--- src/vehicle_pose_integrator_unit_defines.svh ---
// Assertion macros shared by the pose integrator RTL.
`ifndef VEHICLE_POSE_INTEGRATOR_UNIT_DEFINES_SVH
`define VEHICLE_POSE_INTEGRATOR_UNIT_DEFINES_SVH

// Same-cycle implication, disabled during reset.
`define VPI_ASSERT_IMPLIES(lbl, ante, cons, msg) \
  lbl: assert property (@(posedge clk_i) disable iff (!rst_ni) (ante) |-> (cons)) \
    else $error(msg);

// Next-cycle implication, disabled during reset.
`define VPI_ASSERT_NEXT(lbl, ante, cons, msg) \
  lbl: assert property (@(posedge clk_i) disable iff (!rst_ni) (ante) |=> (cons)) \
    else $error(msg);

`endif

--- src/vpi_pkg.sv ---
// Shared constants, types and tables of the pose integrator.
package vpi_pkg;

  localparam int CORDIC_STEPS = 14;
  localparam int AtanLen      = 24;
  localparam int CordicIters  = (CORDIC_STEPS < AtanLen) ? CORDIC_STEPS : AtanLen;
  localparam int IterW        = 5;

  localparam int CsW  = 34;
  localparam int AccW = 2 * CsW;

  localparam int PiQ     = 25736;
  localparam int TwoPiQ  = 51472;
  localparam int HalfPiQ = 12868;

  localparam logic signed [CsW-1:0] CordicGain = 34'sd652032874;
  // ceil(2^32 / 25), exact floor division for values below 2^29
  localparam logic signed [CsW-1:0] Recip25    = 34'sd171798692;
  // floor(x / 100) = (x * 41944) >> 22 for x below 2^15 + 100
  localparam logic [15:0]           Recip100   = 16'd41944;
  localparam logic [AccW-1:0]       HalfDen    = 68'd13421772800;
  localparam logic signed [AccW-1:0] RndHalf   = 68'sd536870912;

  localparam logic [2:0] CfgOffsetX      = 3'd0;
  localparam logic [2:0] CfgOffsetY      = 3'd1;
  localparam logic [2:0] CfgBodyHeight   = 3'd2;
  localparam logic [2:0] CfgStartX       = 3'd3;
  localparam logic [2:0] CfgStartY       = 3'd4;
  localparam logic [2:0] CfgStartHeading = 3'd5;

  typedef enum logic [1:0] {MacLoad, MacLoadNeg, MacAdd, MacSub} mac_mode_e;
  typedef enum logic [1:0] {Sh0, Sh5, Sh15} mac_shift_e;

  typedef struct packed {
    logic       valid;
    mac_mode_e  mode;
    mac_shift_e shift;
  } mac_ctl_t;

  function automatic logic [31:0] atan_entry(input logic [IterW-1:0] idx);
    logic [31:0] v;
    case (idx)
      5'd0:    v = 32'h3243F6A8;
      5'd1:    v = 32'h1DAC6705;
      5'd2:    v = 32'h0FADBAFC;
      5'd3:    v = 32'h07F56EA6;
      5'd4:    v = 32'h03FEAB76;
      5'd5:    v = 32'h01FFD55B;
      5'd6:    v = 32'h00FFFAAA;
      5'd7:    v = 32'h007FFF55;
      5'd8:    v = 32'h003FFFEA;
      5'd9:    v = 32'h001FFFFD;
      5'd10:   v = 32'h000FFFFF;
      5'd11:   v = 32'h0007FFFF;
      5'd12:   v = 32'h0003FFFF;
      5'd13:   v = 32'h0001FFFF;
      5'd14:   v = 32'h0000FFFF;
      5'd15:   v = 32'h00007FFF;
      5'd16:   v = 32'h00003FFF;
      5'd17:   v = 32'h00001FFF;
      5'd18:   v = 32'h00000FFF;
      5'd19:   v = 32'h000007FF;
      5'd20:   v = 32'h000003FF;
      5'd21:   v = 32'h000001FF;
      5'd22:   v = 32'h000000FF;
      5'd23:   v = 32'h0000007F;
      default: v = 32'h0;
    endcase
    return v;
  endfunction

endpackage

--- src/vpi_cordic.sv ---
// Iterative rotation-mode CORDIC: Q3.13 angle to Q.30 cosine and sine.
`include "vehicle_pose_integrator_unit_defines.svh"
module vpi_cordic (
  input  logic                            clk_i,
  input  logic                            rst_ni,
  input  logic                            start_i,
  input  logic signed [15:0]              angle_i,
  output logic                            busy_o,
  output logic                            done_o,
  output logic signed [vpi_pkg::CsW-1:0]  cos_o,
  output logic signed [vpi_pkg::CsW-1:0]  sin_o
);
  import vpi_pkg::*;

  logic                  busy_q, done_q, neg_q;
  logic [IterW-1:0]      iter_q;
  logic signed [CsW-1:0] x_q, y_q, z_q, x_d, y_d, z_d;
  logic signed [CsW-1:0] cos_q, sin_q;
  logic signed [16:0]    ang, red;
  logic                  red_neg, last;
  logic signed [CsW-1:0] xs, ys, at;

  // Fold angles beyond a quarter turn by pi.
  always_comb begin
    ang     = 17'(angle_i);
    red     = ang;
    red_neg = 1'b0;
    if (ang > 17'sd12868) begin
      red     = ang - 17'(PiQ);
      red_neg = 1'b1;
    end else if (ang < -17'sd12868) begin
      red     = ang + 17'(PiQ);
      red_neg = 1'b1;
    end
  end

  always_comb begin
    xs = x_q >>> iter_q;
    ys = y_q >>> iter_q;
    at = signed'({2'b00, atan_entry(iter_q)});
    if (!z_q[CsW-1]) begin
      x_d = x_q - ys;
      y_d = y_q + xs;
      z_d = z_q - at;
    end else begin
      x_d = x_q + ys;
      y_d = y_q - xs;
      z_d = z_q + at;
    end
  end

  assign last = (iter_q == IterW'(CordicIters - 1));

  always_ff @(posedge clk_i or negedge rst_ni) begin
    if (!rst_ni) begin
      busy_q <= 1'b0;
      done_q <= 1'b0;
      iter_q <= '0;
    end else begin
      done_q <= 1'b0;
      if (start_i) begin
        busy_q <= 1'b1;
        iter_q <= '0;
      end else if (busy_q) begin
        iter_q <= iter_q + 1'b1;
        if (last) begin
          busy_q <= 1'b0;
          done_q <= 1'b1;
        end
      end
    end
  end

  always_ff @(posedge clk_i) begin
    if (start_i) begin
      x_q   <= CordicGain;
      y_q   <= '0;
      z_q   <= {{(CsW-17){red[16]}}, red} <<< 17;
      neg_q <= red_neg;
    end else if (busy_q) begin
      x_q <= x_d;
      y_q <= y_d;
      z_q <= z_d;
      if (last) begin
        cos_q <= neg_q ? -x_d : x_d;
        sin_q <= neg_q ? -y_d : y_d;
      end
    end
  end

  assign busy_o = busy_q;
  assign done_o = done_q;
  assign cos_o  = cos_q;
  assign sin_o  = sin_q;

  `VPI_ASSERT_IMPLIES(a_start_idle, start_i, !busy_q, "cordic started while busy")
  `VPI_ASSERT_IMPLIES(a_iter_bound, busy_q, iter_q < IterW'(CordicIters), "iteration overrun")
  `VPI_ASSERT_NEXT(a_done_pulse, done_q, !done_q, "done held longer than one cycle")

endmodule

--- config.mk ---
export PLATFORM = sky130hd
export DESIGN_NAME = vpi_cordic
export DESIGN_NICKNAME = d
export VERILOG_FILES = /design/src/vpi_pkg.sv /design/src/vpi_cordic.sv
export VERILOG_INCLUDE_DIRS = /design/src /design/src/src
export SDC_FILE = /design/constraint.sdc
export NUM_CORES = 1
export LEC_CHECK = 0
export BUFFER_PORTS_ARGS = -buffer_cell sky130_fd_sc_hd__clkbuf_2
export CAP_MARGIN = 25
export CORE_MARGIN = 10
export CORE_UTILIZATION = 60
export CTS_CLUSTER_DIAMETER = 80
export DETAILED_ROUTE_END_ITERATION = 8
export PLACE_DENSITY = 0.78
export SYNTH_ARGS = -nofsm -noshare
export SYNTH_HDL_FRONTEND = slang
export SYNTH_SLANG_ARGS = --single-unit
--- constraint.sdc ---
create_clock -name clk_i -period 14.55 [get_ports clk_i]
set_input_delay 4.365 -clock clk_i [delete_from_list [all_inputs] [get_ports clk_i]]
set_output_delay 4.365 -clock clk_i [all_outputs]
set_load 0.05 [all_outputs]
**Word-level counts from Yosys, hierarchy flattened**

Memory sizes are Yosys's and may differ from the RTL's.
Index checks and enable logic that the tools add are counted.

- Bits in registers: 178
- Bits in read-only memories: 960
- Input port bits: 19
- Word-level logic and storage cells: 48
- Memories kept: 1

Memories:

| memory | depth | bits a word | read ports | clocked after Yosys merged registers in | wr ports | RTL line | source |
|---|---|---|---|---|---|---|---|
| (name not given) | 32 | 30 | 1 | 0 | 0 | vpi_pkg.sv:42 | `case (idx)` |

- Add/sub/neg operators: 11
- $lt $le $gt $ge: 2
- Equality and inequality tests: 1
- Shift operators: 2
- Mux-type cells: 18
- Bitwise logic cells: 1
- Reduce and logical (&&, ||, !) cells: 2

Operators by type and width:

| kind | number |
|---|---|
| two-way mux 34 bit | 7 |
| adder 34 bit | 2 |
| negator 34 bit | 2 |
| >>> shifter 34 x 5 -> 34 bit | 2 |
| subtractor 34 bit | 2 |
| adder 34 x 33 -> 34 bit | 1 |
| two-way mux 17 bit | 2 |
| subtractor 34 x 33 -> 34 bit | 1 |
| adder 16 x 16 -> 17 bit (second input constant) | 1 |
| subtractor 16 x 16 -> 17 bit (second input constant) | 1 |
| greater-than comparator 16 x 15 -> 1 bit (second input constant) | 1 |
| < comparator 16 x 15 -> 1 bit (second input constant) | 1 |
| two-way mux 5 bit | 2 |
| two-way mux 1 bit | 7 |
| adder 5 x 1 -> 5 bit (second input constant) | 1 |
| == test 5 x 4 -> 1 bit (second input constant) | 1 |
| AND reduction 3 bit | 1 |
| nonzero test 2 bit | 1 |
| NOT 1 bit | 1 |

**Longest topological paths before layout**

- Word-level depth: 5
- Depth in mapped cells: 30

**Least setup slack after synthesis**

Ideal clock, no wire load.

- Path kind: input -> register
- Start point: input start_i
- End point: register cos_q[0], in the netlist cos_o[0], enable pin
- Library setup time: 495 ps
- Data arrival time: 7697 ps
- Required time: 14055 ps
- Slack: 6359 ps
- Stages: 4
- Path through: nand2b_1 clkbuf_1 clkbuf_1 nor2_1

- Longest elaborated chain between the ends: 2

RTL lines:

| element | RTL line | source |
|---|---|---|
| start, declared | vpi_cordic.sv:6 | `input logic start_i,` |
| NOT 1 bit (no source line) | - |  |
| AND reduction 3 bit (no source line) | - |  |
| end signal, assigned | vpi_cordic.sv:85 | `cos_q <= neg_q ? -x_d : x_d;` |
| end, declared | vpi_cordic.sv:18 | `logic signed [CsW-1:0] cos_q, sin_q;` |

No other way between the ends.
A chain may end at the register's enable or synchronous reset.

**Final worst setup path**

- Start point: register iter_q[1]
- End point: register sin_q[33], in the netlist sin_o[33] (data pin)

- Longest elaborated chain between the ends: 5
- Elaborated cells between the ends (all ways): 6
- Those cells by class: add/sub: 3; shift: 1; mux: 2

RTL lines:

| element | RTL line | source |
|---|---|---|
| start, declared | vpi_cordic.sv:16 | `logic [IterW-1:0] iter_q;` |
| start signal, assigned | vpi_cordic.sv:65 | `iter_q <= iter_q + 1'b1;` |
| >>> shifter 34 x 5 -> 34 bit * | vpi_cordic.sv:38 | `xs = x_q >>> iter_q;` |
| adder 34 bit / subtractor 34 bit (equally long branches) | vpi_cordic.sv:43, vpi_cordic.sv:47 |  |
| two-way mux 34 bit * | vpi_cordic.sv:41 | `if (!z_q[CsW-1]) begin` |
| negator 34 bit | vpi_cordic.sv:86 | `sin_q <= neg_q ? -y_d : y_d;` |
| two-way mux 34 bit * | vpi_cordic.sv:86 |  |
| end signal, assigned | vpi_cordic.sv:86 |  |
| end, declared | vpi_cordic.sv:18 |  |

Mark *: on every way between the ends. The rest lies on a longest branch, timed or not.

==> run summary <==
Compound-Gate Fraction of Synth Area: 24.61%
DR pass1 iterations: 8
Syn Std Cell Area: 0.02020 sq mm
Synth Area in XOR/XNOR: 10.79%
register area: 0.004474 sq mm
Hold Startpoint: z_q[12]
maximum clock frequency: 114.5 MHz
yosys warns: 0
maxcap violations: 0
routed wire length: 71870 um
Critical R2R Capture: sin_o[33]
vias in the first global route: 18990
area leader, netlist: edfxtp_1
clock transition at the registers of the reported paths: 80 ps
fill count: 2837
DRT iter0 DRCs: 2479
Synth cell types: 100
CTS Hold Bufs: 0
CTS tree: yes
status: finished, final reports clean
final hold violations: 0
r2r setup slk: 5820 ps
final setup violation count: 0
sequential-to-total area share from yosys stat: 22.08%
TritonCTS buffer count: 17
clk_lat worst skew: 490 ps
Final min period: 8733 ps
Tcrit/Tclk final: 60.02%
n_diodes: 0
share of the synthesized area in the top cell type: 12.78%
worst hold path class: reg -> reg
Post-synth EDFFs: 86
post_cts resized: 0
top post-synthesis cells by count: 207 x nor2_1, 185 x nand2_1, 171 x a21oi_1, 171 x xnor2_1, 146 x o21ai_0
Residual DRC: 0
DP HPWL: 52860 um
async set or reset register ratio after synthesis: 3.933%
syn_nets: 2499
# IOs: 89
Core ar.: 0.03336 sq mm
Fin Clk Skew: 13.66 ps
TNS Setup: 0 ps
Clock Path Buffers: 2
Arr. time, crit path: 8960 ps
share of layout cells above drive strength 1: 13.25%
area of the multi-input gates: 0.01490 sq mm
first-pass GRT wire length: 110400 um
synthesized instance count: 2362
post-CTS setup buffer count: 0
critical-path maximum fanout: 80
FF+latch count, synth: 178
CP startpoint kind: flip-flop
gr usage total: 33.82%
number of port buffers: 88
Final Slew Violations: 0
syn_area_per_cell: 8.552 sq um
Clock Tree Root: clkbuf_16
Slew @ Worst Pin: 1084 ps
routability congestion estimate from global placement: 1.055
RR Startpoint: iter_q[1]
count leader, synth: nor2_1
clk sinks: 178
Vert. Die Dim: 203.5 um
die width: 203.5 um
RSZ-0062 raised after global routing: false
Via density: 7.077
R2R cell count: 22
area share of fa/ha/maj cells after synthesis: 7.421%
CTS H-Tree Depth: 4
Worst Path Required: 14780 ps
relative slew slack: 27.13%
initial antenna violation count: 0
die area: 0.04140 sq mm
DR vias: 19890
CP endpoint: sin_o[33]
largest net degree at the start of global routing: 81
Routed WL per cell: 25.57 um
number of routed nets with antenna violations: 0
NumNets Final: 2487
crit end category: flip-flop
P&R area growth vs syn: 6.232%
CP startpoint: iter_q[1]
post-synthesis simple-gate area fraction: 16.25%
critical path class: reg -> reg
mux cell area share after synthesis: 14.59%
main combinational cell family by area after synthesis: compound AO/OA/AOI/OAI gates
standard-cell row count: 67
largest cells by area after synthesis: edfxtp_1 13%, mux4_2 8.7%, dfxtp_1 8.4%
starting density of the core: 60.54%
main flop type after synthesis: edfxtp_1
global route total overflow: 0
==> state kept, by name, indices dropped and copies added (netlist names) <==
register  cells
neg_q         1
cos_o        34
x_q          34
y_q          34
sin_o        34
done_o        1
busy_o        1
z_q          34
iter_q        5
==> cell families after synthesis <==
logic type | after synthesis
XOR/XNOR | 248
buffers and inverters | 208
flip-flops | 178
AND/OR/NAND/NOR | 677
multiplexers | 190
adder cells (fa/ha/maj) | 118
AO/OA/AOI/OAI | 743
==> layer usage <==
| layer | vias up | share of wire [%] | global-route usage (%) |
|---|---|---|---|
| met3 | 206 | 10 | 7.013 |
| li1 | 8905 | - | - |
| met4 | 0 | 4.1 | 14.68 |
| met2 | 1200 | 46 | 54.00 |
| met1 | 9583 | 40 | 43.59 |
| met5 | - | 0 | 0 |
==> worst min path at each step <==
stage | cells after the start | end | slack [ps]
CTS | 2 | z_q[12] | 470
global route | 2 | z_q[12] | 500
detailed placement | 2 | z_q[12] | 450
finish | 2 | z_q[12] | 470
global placement | 2 | z_q[7] | 440
floorplan | 2 | z_q[12] | 430
==> metrics by stage <==
step | utilization (%) | instance area (sq um) | std cells | hold WS [ps] | setup WS (ps)
6_report | 64.31 | 21460 | 2811 | 467.3 | 5817
5_1_grt | 64.31 | 21460 | 2811 | 501.1 | 5313
4_1_cts | 64.31 | 21460 | 2811 | 466.8 | 6006
3_5_place_dp | 62.50 | 20850 | 2779 | 450.8 | 6043
3_3_place_gp | 62.34 | 20800 | 2777 | 443.8 | 6294
2_1_floorplan | - | 20200 | 2362 | 431.5 | 6359
==> layout make-up <==
| cell class | count | area share, % |
|---|---|---|
| Timing Repair Buffer | 117 | 3.254 |
| Inverter | 60 | 1.050 |
| Sequential cell | 178 | 20.85 |
| Tap cell | 448 | 2.612 |
| Clock inverter | 15 | 0.8338 |
| Multi-Input combinational cell | 1976 | 69.42 |
| Clock buffer | 17 | 1.983 |
==> critical path, stage by stage (launching register included) <==
cell and delay [ps]:
dfrtp_4 770, buf_4 890, mux2_2 430, mux2i_1 610, o31ai_1 160, a311oi_2 450
ha_1 270, inv_1 90, nor4_2 700, a21oi_1 180, xor2_1 170, ha_1 390
nand4_1 180, a2111oi_0 590, a221oi_2 190, nor3_1 330, o22ai_1 210, xor2_1 340
or3b_1 400, nor4_1 300, nand3_1 240, o41ai_1 410, xnor2_1 120
==> cells in the final DEF, fill, tap and decap left out, types with 31 or more instances in the layout <==
cell type and n:
nor2_1 205, a21o_1 50, clkbuf_2 88, dfxtp_1 85, xor2_1 76, a31oi_1 38
ha_1 115, mux2i_1 81, nand3_1 44, mux4_2 78, inv_1 56, xnor2_1 171
o21ai_0 146, a21oi_1 171, nor3_1 35, nand2_1 185, edfxtp_1 86, o31ai_1 31
Power is left out: the tool's default activity adds up to more than one toggle a clock period on the data nets, which glitch-free logic cannot reach.
